===== src/rtl/etd_pkg.sv =====
`timescale 1ns / 1ps
// Shared types and defaults for the Euler totient trial-division unit.
// No dependencies; imported by etd_divider and the top level.
package etd_pkg;

    // Default width of the value and totient fields
    localparam int VALUE_BITS_DEF = 31;

    // Sequencer states of the top level
    typedef enum logic [3:0] {
        S_IDLE,
        S_TRY_GO,
        S_TRY_WAIT,
        S_PHI_GO,
        S_PHI_WAIT,
        S_STRIP_GO,
        S_STRIP_WAIT,
        S_LAST_GO,
        S_LAST_WAIT,
        S_OUT
    } state_t;

endpackage


===== src/rtl/etd_divider.sv =====
`timescale 1ns / 1ps
// Bit-serial restoring divider: one quotient bit per cycle.
// Depends on etd_pkg for the default width.
module etd_divider #(
    parameter int W = etd_pkg::VALUE_BITS_DEF
) (
    input  logic         clk,
    input  logic         rst_n,
    input  logic         start,
    input  logic [W-1:0] dividend,
    input  logic [W-1:0] divisor,
    output logic         done,
    output logic [W-1:0] quotient,
    output logic [W-1:0] remainder
);
    import etd_pkg::*;

    localparam int CNT_BITS = (W > 1) ? $clog2(W) : 1;
    localparam logic [CNT_BITS-1:0] CNT_LAST = CNT_BITS'(W - 1);

    logic                active_reg, active_next;
    logic                done_reg, done_next;
    logic [CNT_BITS-1:0] cnt_reg, cnt_next;
    logic [W-1:0]        quo_reg, quo_next;
    logic [W-1:0]        rem_reg, rem_next;
    logic [W-1:0]        dvs_reg, dvs_next;
    logic [W:0]          shifted;
    logic                fits;

    // Bring down the next dividend bit and try one subtraction
    assign shifted = {rem_reg, quo_reg[W-1]};
    assign fits    = (shifted >= {1'b0, dvs_reg});

    always_comb
    begin
        active_next = active_reg;
        done_next   = 1'b0;
        cnt_next    = cnt_reg;
        quo_next    = quo_reg;
        rem_next    = rem_reg;
        dvs_next    = dvs_reg;
        if (start)
        begin
            // Load operands, clear the partial remainder
            active_next = 1'b1;
            cnt_next    = '0;
            quo_next    = dividend;
            rem_next    = '0;
            dvs_next    = divisor;
        end
        else if (active_reg)
        begin
            // Advance one quotient bit
            rem_next = fits ? W'(shifted - {1'b0, dvs_reg}) : shifted[W-1:0];
            quo_next = {quo_reg[W-2:0], fits};
            cnt_next = cnt_reg + 1'b1;
            if (cnt_reg == CNT_LAST)
            begin
                active_next = 1'b0;
                done_next   = 1'b1;
            end
        end
    end

    // Control state
    always_ff @(posedge clk or negedge rst_n)
    begin
        if (!rst_n)
        begin
            active_reg <= 1'b0;
            done_reg   <= 1'b0;
            cnt_reg    <= '0;
        end
        else
        begin
            active_reg <= active_next;
            done_reg   <= done_next;
            cnt_reg    <= cnt_next;
        end
    end

    // Shift registers, no reset needed
    always_ff @(posedge clk)
    begin
        quo_reg <= quo_next;
        rem_reg <= rem_next;
        dvs_reg <= dvs_next;
    end

    assign done      = done_reg;
    assign quotient  = quo_reg;
    assign remainder = rem_reg;

endmodule


===== src/rtl/euler_totient_trial_division_unit.sv =====
`timescale 1ns / 1ps
// Euler totient by trial division by 2 and then odd divisors, built on one bit-serial divider.
// One request at a time: busy high from accept until the done strobe cycle.
// Reset (rst_n low, asynchronous) returns to idle; the strobe cannot be stalled.
module euler_totient_trial_division_unit #(
    parameter int VALUE_BITS = etd_pkg::VALUE_BITS_DEF
) (
    input  logic                  clk,
    input  logic                  rst_n,
    input  logic                  start,
    input  logic [VALUE_BITS-1:0] value,
    output logic                  busy,
    output logic                  done,
    output logic [VALUE_BITS-1:0] totient
);
    import etd_pkg::*;

    state_t                state_reg, state_next;
    logic [VALUE_BITS-1:0] rest_reg, rest_next;
    logic [VALUE_BITS-1:0] result_reg, result_next;
    logic [VALUE_BITS-1:0] d_reg, d_next;
    logic [VALUE_BITS-1:0] d_step;

    logic                  div_start;
    logic [VALUE_BITS-1:0] div_dividend;
    logic [VALUE_BITS-1:0] div_divisor;
    logic                  div_done;
    logic [VALUE_BITS-1:0] div_quo;
    logic [VALUE_BITS-1:0] div_rem;

    logic                  rest_gt_one;
    logic                  rest_is_one;
    logic                  rem_zero;
    logic                  past_root;

    etd_divider #(
        .W (VALUE_BITS)
    ) u_div (
        .clk       (clk),
        .rst_n     (rst_n),
        .start     (div_start),
        .dividend  (div_dividend),
        .divisor   (div_divisor),
        .done      (div_done),
        .quotient  (div_quo),
        .remainder (div_rem)
    );

    // Status flags; d > rest/d is the same test as d*d > rest
    assign rest_is_one = (rest_reg == VALUE_BITS'(1));
    assign rest_gt_one = (rest_reg > VALUE_BITS'(1));
    assign rem_zero    = (div_rem == '0);
    assign past_root   = (d_reg > div_quo);
    // Step to the next candidate: 2 then odd numbers only
    assign d_step      = (d_reg == VALUE_BITS'(2)) ? VALUE_BITS'(3) : d_reg + VALUE_BITS'(2);

    // Next state
    always_comb
    begin
        state_next = state_reg;
        case (state_reg)
            S_IDLE:
            begin
                if (start)
                    state_next = (value == '0) ? S_OUT : S_TRY_GO;
            end
            S_TRY_GO:     state_next = S_TRY_WAIT;
            S_TRY_WAIT:
            begin
                if (div_done)
                begin
                    if (past_root)
                        state_next = rest_gt_one ? S_LAST_GO : S_OUT;
                    else if (rem_zero)
                        state_next = S_PHI_GO;
                    else
                        state_next = S_TRY_GO;
                end
            end
            S_PHI_GO:     state_next = S_PHI_WAIT;
            S_PHI_WAIT:
            begin
                if (div_done)
                    state_next = S_STRIP_GO;
            end
            S_STRIP_GO:   state_next = S_STRIP_WAIT;
            S_STRIP_WAIT:
            begin
                if (div_done)
                begin
                    if (rem_zero)
                        state_next = S_STRIP_GO;
                    else if (rest_is_one)
                        state_next = S_OUT;
                    else
                        state_next = S_TRY_GO;
                end
            end
            S_LAST_GO:    state_next = S_LAST_WAIT;
            S_LAST_WAIT:
            begin
                if (div_done)
                    state_next = S_OUT;
            end
            S_OUT:        state_next = S_IDLE;
            default:      state_next = S_IDLE;
        endcase
    end

    // Outputs and divider issue
    always_comb
    begin
        busy         = (state_reg != S_IDLE);
        done         = (state_reg == S_OUT);
        div_start    = 1'b0;
        div_dividend = rest_reg;
        div_divisor  = d_reg;
        case (state_reg)
            S_TRY_GO, S_STRIP_GO:
            begin
                div_start = 1'b1;
            end
            S_PHI_GO:
            begin
                div_start    = 1'b1;
                div_dividend = result_reg;
            end
            S_LAST_GO:
            begin
                div_start    = 1'b1;
                div_dividend = result_reg;
                div_divisor  = rest_reg;
            end
            default:
            begin
                div_start = 1'b0;
            end
        endcase
    end

    // Datapath updates
    always_comb
    begin
        rest_next   = rest_reg;
        result_next = result_reg;
        d_next      = d_reg;
        case (state_reg)
            S_IDLE:
            begin
                if (start)
                begin
                    rest_next   = value;
                    result_next = value;
                    d_next      = VALUE_BITS'(2);
                end
            end
            S_TRY_WAIT:
            begin
                if (div_done && !past_root)
                begin
                    if (rem_zero)
                        rest_next = div_quo;
                    else
                        d_next = d_step;
                end
            end
            S_PHI_WAIT, S_LAST_WAIT:
            begin
                if (div_done)
                    result_next = result_reg - div_quo;
            end
            S_STRIP_WAIT:
            begin
                if (div_done)
                begin
                    if (rem_zero)
                        rest_next = div_quo;
                    else
                        d_next = d_step;
                end
            end
            default:
            begin
                d_next = d_reg;
            end
        endcase
    end

    // Sequencer state
    always_ff @(posedge clk or negedge rst_n)
    begin
        if (!rst_n)
            state_reg <= S_IDLE;
        else
            state_reg <= state_next;
    end

    // Working values
    always_ff @(posedge clk)
    begin
        rest_reg   <= rest_next;
        result_reg <= result_next;
        d_reg      <= d_next;
    end

    assign totient = result_reg;

    // A divide finishes only while the sequencer waits for one
    assert property (@(posedge clk) disable iff (!rst_n)
        div_done |-> (state_reg == S_TRY_WAIT || state_reg == S_PHI_WAIT ||
                      state_reg == S_STRIP_WAIT || state_reg == S_LAST_WAIT))
        else $error("divider finished outside a wait state");

    // An accepted request holds the unit busy on the next cycle
    assert property (@(posedge clk) disable iff (!rst_n)
        (start && !busy) |=> busy)
        else $error("accepted request did not raise busy");

    // The done strobe lasts one cycle and frees the unit
    assert property (@(posedge clk) disable iff (!rst_n)
        done |=> (!done && !busy))
        else $error("done strobe not followed by idle");

    // The trial divisor is never below two when a trial divide is issued
    assert property (@(posedge clk) disable iff (!rst_n)
        (state_reg == S_TRY_GO) |-> (d_reg >= VALUE_BITS'(2)))
        else $error("trial divisor below two");

endmodule

===== config.mk =====
export PLATFORM = sky130hd
export DESIGN_NAME = euler_totient_trial_division_unit
export DESIGN_NICKNAME = d
export VERILOG_FILES = /design/src/rtl/etd_pkg.sv /design/src/rtl/etd_divider.sv /design/src/rtl/euler_totient_trial_division_unit.sv
export SDC_FILE = /design/constraint.sdc
export NUM_CORES = 1
export LEC_CHECK = 0
export BUFFER_PORTS_ARGS = -buffer_cell sky130_fd_sc_hd__buf_4
export CAP_MARGIN = 15
export CORE_MARGIN = 5
export CORE_UTILIZATION = 46
export CTS_CLUSTER_DIAMETER = 150
export DETAILED_ROUTE_END_ITERATION = 10
export GPL_TIMING_DRIVEN = 0
export PLACE_DENSITY = 0.64
export SYNTH_ARGS = -nofsm -noshare
export SYNTH_HDL_FRONTEND = slang
export SYNTH_SLANG_ARGS = --single-unit

===== constraint.sdc =====
create_clock -name clk -period 9.5 [get_ports clk]
set_input_delay 1.425 -clock clk [delete_from_list [all_inputs] [get_ports clk]]
set_output_delay 1.425 -clock clk [all_outputs]
set_load 0.1 [all_outputs]

==> results of run 1 <==
==> metrics by stage <==
stage	setup slack, ns	area (µm²)	util
final	5.921	14890	0.5315
after global routing	5.731	14890	0.5315
after CTS	5.914	14890	0.5315
after detailed placement	5.920	14260	0.5093
after global placement	1.873	14110	0.5038
after floorplan	3.992	13140	-
==> layout make-up <==
class                           instances  area [µm²]  area share
Multi-Input combinational cell       1043        7017      0.4713
Buffer                                 57       304.0     0.02042
Clock buffer                           17       425.4     0.02858
Inverter                               80       300.3     0.02017
Clock inverter                         15       196.4     0.01320
Sequential cell                       197        5550      0.3728
Timing Repair Buffer                   71       620.6     0.04169
Tap cell                              378       473.0     0.03177
==> power groups by stage <==
| stage | combinational [W] | sequential, W | clock (W) |
|---|---|---|---|
| finish | 0.00341 | 0.00165 | 0.000765 |
| global route | 0.00376 | 0.00168 | 0.000816 |
| CTS | 0.00339 | 0.00164 | 0.000778 |
| detailed placement | 0.00337 | 0.00166 | 0 |
| global placement | 0.00328 | 0.00167 | 0 |
| floorplan | 0.00233 | 0.00182 | 0 |
==> worst paths after layout <==
path	startpoint	to	slack (ns)	cells after the start
max	d_reg[14]	rest_reg[19]	5.92	9
min	u_div.remainder[29]	u_div.remainder[30]	0.51	2
max reg2reg	d_reg[14]	rest_reg[19]	5.92	9
min reg2reg	u_div.remainder[29]	u_div.remainder[30]	0.51	2
max in group asynchronous	rst_n	state_reg[3]	8.50	1
min in group asynchronous	rst_n	u_div.active_reg	0.83	1
==> worst max-delay path: cells and delay by family (launching register included) <==
kind                     cells  cell delay, ns
AO/OA/AOI/OAI                3            1.17
AND/OR/NAND/NOR              4            1.00
flip-flops                   1            0.52
adder cells (fa/ha/maj)      1            0.36
buffers and inverters        1            0.25
==> kinds of logic (layout without fill, tap and decap cells) <==
family,after synthesis,in the layout,share of synthesized area
AOI/OAI and AO/OA,392,392,0.1806
and+or+nand+nor,400,400,0.1448
xor gates and xnor gates,78,78,0.05198
adders and majority gates,97,97,0.09348
buffers and inverters,137,240,0.04598
muxes,76,76,0.06092
DFF,197,197,0.4223
==> cell usage in the layout (no fill, tap or decap), types with 6 or more instances in the layout <==
cell and instances:
a21oi_1 108, inv_1 79, buf_4 68, nand2b_1 14, edfxtp_1 155, dfxtp_1 31
nand2_1 147, a31oi_1 13, and3_1 6, or3_1 11, nor2b_1 6, ha_1 95
a21o_1 48, nor3b_1 6, buf_1 8, dfrtp_1 11, o21bai_1 8, o211ai_1 8
nor3_1 18, clkbuf_16 17, o21ai_0 149, mux2i_1 44, nor4_1 30, o21a_1 6
nand3_1 22, nor2_1 88, xor2_1 44, xnor2_1 34, clkbuf_1 32, mux2_2 32
nand4_1 32
==> layer usage <==
metal,routed length (µm),up-vias,share of wire,track usage
met5,0,-,0,0
met4,689,0,0.019,0.05980
met3,2084,45,0.057,0.03058
met2,17060,372,0.47,0.3762
met1,16430,5197,0.45,0.3151
li1,-,5249,-,-
==> impl_metrics.yaml, run 1 <==
clock_network:
  tritoncts: "done"
  clkLatencyLatePin_ns: 0.44
  numCtsBuffers: 17
  clock_sinks: 197
  cts-resized-gates: 0
  ctsHoldBuffers: 0
  cts_setup_buffers: 0
  ctsLongestPathBuffers: 2
  h-tree-depth: 4
  cts-root-buf: "clkbuf_16"
  path_clk_slew_ns: 0.08
power:
  pwr-share-comb: 0.585
  p_leak_nw: 6.159
  pwr-share-seq: 0.283
  p_total_w: 0.005826
  p_per_area_mw_per_mm2: 391.4
  clkPwrFrac: 0.131
  ir_worst_vdd_v: 0.0002273
  p_switching_w: 0.002727
  sw_frac_of_total: 0.4681
  internal-power_w: 0.003099
sta:
  rsz0062_at_grt: "false"
  fin_hold_ws_ns: 0.5133
  tns_ns: 0
  slew_headroom: 0.2879
  tightest_slew_ns: 1.060
  setup_viol_count_final: 0
  final.min_clock_period_ns: 3.579
  finClkSkew_ns: 0.01186
  report.final.hold_viol_count: 0
  maxSlewViolCount: 0
  max_clock_freq_ghz: 0.2794
  min_period_over_period: 0.3768
setup_path:
  crit_arrival_ns: 3.73
  crit_chain: "ha_1, nand4_1, nor4_1, nand2_1, a22oi_1, nor2_1, o31ai_4, o21a_1, buf_16"
  critPathKind: "register to register"
  cp-end-kind: "register"
  cpMaxStageDelayCell: "nor4_1"
  cp_max_fo: 21
  cp_data_required_time_ns: 9.65
  cp_slowest_stage_delay_ns: 0.60
  startpoint_type: "register"
status:
  outcome: "complete, no violations"
synth:
  yosysSeqAreaShare: 0.4223
  yosysTopAreaCell: "edfxtp_1"
  synth_edf_count: 155
  synth.top_cell.area_share: 0.3541
  synthMostInstantiatedCell: "edfxtp_1"
  async_flop_share: 0.05584
  ys_ff_latch: 197
  synth_cell_types: 78
  syn_inst: 1377
  synth_common_cells: "155 x edfxtp_1, 150 x o21ai_0, 147 x nand2_1, 108 x a21oi_1, 95 x ha_1"
  synth_ff_type: "edfxtp_1"
  syn_area_mm2: 0.01314
  synth_fp_nets: 1508
  synthTopCellsByArea: "edfxtp_1 35%, ha_1 9.0%, o21ai_0 5.7%"
  synth_warnings: 0
  postSynthAreaPerCell_um2: 9.545
finish:
  fin_cells: 1858
  num-fill-cells: 2617
  nets: 1598
  diodes: 0
  drive_gt1_frac: 0.1176
  syn2layout_area_growth_pct: 13.26
placement:
  io_buffers: 66
  gpl.final_weighted_congestion: 0.9365
  dp_hpwl_mm: 28.22
  dp.cells: 1826
route:
  drt_iter0_markers: 1092
  routedWlPerCell_um: 19.52
  vias_per_cell: 5.847
  drc: 0
  wl_mm: 36.27
  num_vias: 10860
  antenna_left: 0
  detailedRoute.firstPassIterationCount: 6
floorplan:
  start_util: 0.4692
  rows: 61
  die_w_um: 179.0
  io_pins: 67
  fp.dieArea_mm2: 0.03205
  core_mm2: 0.02801
  die_h_um: 179.0
grt:
  grt_pass1_wl_mm: 56.92
  grt_pass1_vias: 10600
  antenna_found_initial: 0
  grt-ovfl-total: 0
  grtUsageTotal: 0.2273
  grt_max_degree: 32
worst_hold_path:
  hp-class: "register to register"
flow_run:
  cap_viol_max_count: 0
Power figures use the tool's default switching activity.
==> run 2: changes to the inputs <==
==> constraint.sdc (replaced) <==
create_clock -name clk -period 3.68 [get_ports clk]
set_input_delay 0.552 -clock clk [delete_from_list [all_inputs] [get_ports clk]]
set_output_delay 0.552 -clock clk [all_outputs]
set_load 0.1 [all_outputs]
==> run 2 against run 1 <==
Against the previous run: sequential share of layout area barely moved; routed wire length rose by 1.8%; register-to-register slack got worse by 5.7 ns; critical path depth rose by 3; design area barely moved; flip-flop and latch count did not move; via count barely moved; first-iteration DRC count fell by 1.9%; final cell count rose by 0.22%; critical path type unchanged; critical endpoint is now totient[30]; highest routed layer unchanged.
==> impl_metrics.yaml, run 2 (same netlist as run 1, synthesis figures left out) <==
setup_path:
  cp-startpoint: "totient[0]"
  cp_slowest_stage_delay_ns: 0.51
  cp_data_required_time_ns: 3.86
  cp_max_fo: 4
  r2r_end: "totient[30]"
  critPathKind: "register to register"
  cp-end-kind: "register"
  r2r_cells: 12
  cpMaxStageDelayCell: "a221oi_1"
  crit_arrival_ns: 3.66
  crit_chain: "inv_1, ha_1, fa_1, nor2b_1, o31a_1, o2111ai_1, a211oi_2, o21ai_1, o21bai_1, a221oi_1, nor3_1, a211o_1"
  startpoint_type: "register"
  r2r-start: "totient[0]"
  crit_end: "totient[30]"
  r2r_slack_ns: 0.20
sta:
  tns_ns: 0
  maxSlewViolCount: 0
  setup_slack_ns: 0.1991
  min_period_over_period: 0.9459
  slew_headroom: 0.2317
  setup_viol_count_final: 0
  final.min_clock_period_ns: 3.481
  report.final.hold_viol_count: 0
  tightest_slew_ns: 1.144
  finClkSkew_ns: 0.02071
  max_clock_freq_ghz: 0.2873
  rsz0062_at_grt: "false"
  fin_hold_ws_ns: 0.4173
power:
  p_leak_nw: 6.155
  internal-power_w: 0.007987
  ir_worst_vdd_v: 0.0005455
  sw_frac_of_total: 0.4695
  p_per_area_mw_per_mm2: 1012
  p_switching_w: 0.007070
  pwr-share-seq: 0.283
  clkPwrFrac: 0.130
  pwr-share-comb: 0.587
clock_network:
  numCtsBuffers: 17
  ctsLongestPathBuffers: 2
  clock_sinks: 197
  h-tree-depth: 4
  path_clk_slew_ns: 0.07
  tritoncts: "done"
  clkLatencyLatePin_ns: 0.44
  cts-root-buf: "clkbuf_16"
floorplan:
  die_w_um: 179.0
  fp.dieArea_mm2: 0.03205
  io_pins: 67
  start_util: 0.4692
  core_mm2: 0.02801
  rows: 61
  die_h_um: 179.0
placement:
  dp_hpwl_mm: 28.60
  post-place-ws_ns: -0.1258
  io_buffers: 66
  gpl.final_weighted_congestion: 0.9050
grt:
  antenna_found_initial: 0
  grt_max_degree: 32
  grt_pass1_wl_mm: 57.59
  grt_pass1_vias: 10590
  grtUsageTotal: 0.2313
  grt-ovfl-total: 0
route:
  routedWlPerCell_um: 19.82
  vias_per_cell: 5.832
  wl_mm: 36.90
  num_vias: 10860
  antenna_left: 0
  drc: 0
  detailedRoute.firstPassIterationCount: 5
  drt_iter0_markers: 1071
worst_hold_path:
  hp-class: "input pin to register"
  min_from: "value[18]"
finish:
  diodes: 0
  final_cell_mix: "155 x edfxtp_1, 149 x o21ai_0, 147 x nand2_1"
  nets: 1602
  layout_commonest_cell: "edfxtp_1"
  syn2layout_area_growth_pct: 13.25
  final_util: 0.5314
  drive_gt1_frac: 0.1193
flow_run:
  cap_viol_max_count: 0
status:
  outcome: "complete, no violations"
-- run 2: power groups by stage --
stage / clock, W / sequential [W] / combinational (W)
floorplan: 0 / 0.00470 / 0.00604
global placement: 0 / 0.00429 / 0.00846
detailed placement: 0 / 0.00429 / 0.00868
CTS: 0.00198 / 0.00424 / 0.00876
global route: 0.00209 / 0.00435 / 0.00973
finish: 0.00196 / 0.00426 / 0.00884
-- run 2: final cells by class --
| cell class | instances | area (µm²) |
|---|---|---|
| clock buffers | 18 | 429.2 |
| flip-flops and latches | 197 | 5550 |
| well taps | 378 | 473.0 |
| plain buffers | 57 | 304.0 |
| clock inverters | 14 | 173.9 |
| inverters | 80 | 304.0 |
| repair buffers | 74 | 613.1 |
| fillers | 2625 | 13130 |
| multi-input cells | 1044 | 7038 |
-- run 2: per-layer routing --
layer / GRT usage / part of all wire / wire (µm)
met1: 0.3241 / 0.45 / 16730
met5: 0 / 0 / 0
met4: 0.06012 / 0.021 / 775
met3: 0.03058 / 0.055 / 2025
met2: 0.3796 / 0.47 / 17380
-- run 2: worst min-delay path by stage --
stage,endpoint,cells past startpoint
5_1_grt,totient[4],2
3_3_place_gp,u_div.cnt_reg[3],1
4_1_cts,rest_reg[9],3
6_report,totient[18],3
3_5_place_dp,u_div.cnt_reg[2],1
2_1_floorplan,state_reg[0],0
-- run 2: critical path, delay by kind of cell, from the launching register on --
| kind | cells | cell delay (ns) |
|---|---|---|
| AO/OA/AOI/OAI | 7 | 2.06 |
| adder cells (fa/ha/maj) | 2 | 0.43 |
| buffers and inverters | 1 | 0.09 |
| AND/OR/NAND/NOR | 2 | 0.18 |
| flip-flops | 1 | 0.47 |
-- run 2: timing repair --
item,in CTS,in global routing
gates cloned,0,1
gates resized for setup,1,2
endpoints found under the hold margin,11,0
buffers inserted,0,3
hold buffers,1,0
setup endpoints to repair,31,43
pin swaps,0,1
-- run 2: stage by stage --
step	cell area [µm²]	instances	power, W
6_report	14890	1862	0.01506
2_1_floorplan	13160	1377	0.01073
3_3_place_gp	14130	1821	0.01275
5_1_grt	14890	1862	0.01617
3_5_place_dp	14230	1825	0.01298
4_1_cts	14850	1858	0.01498
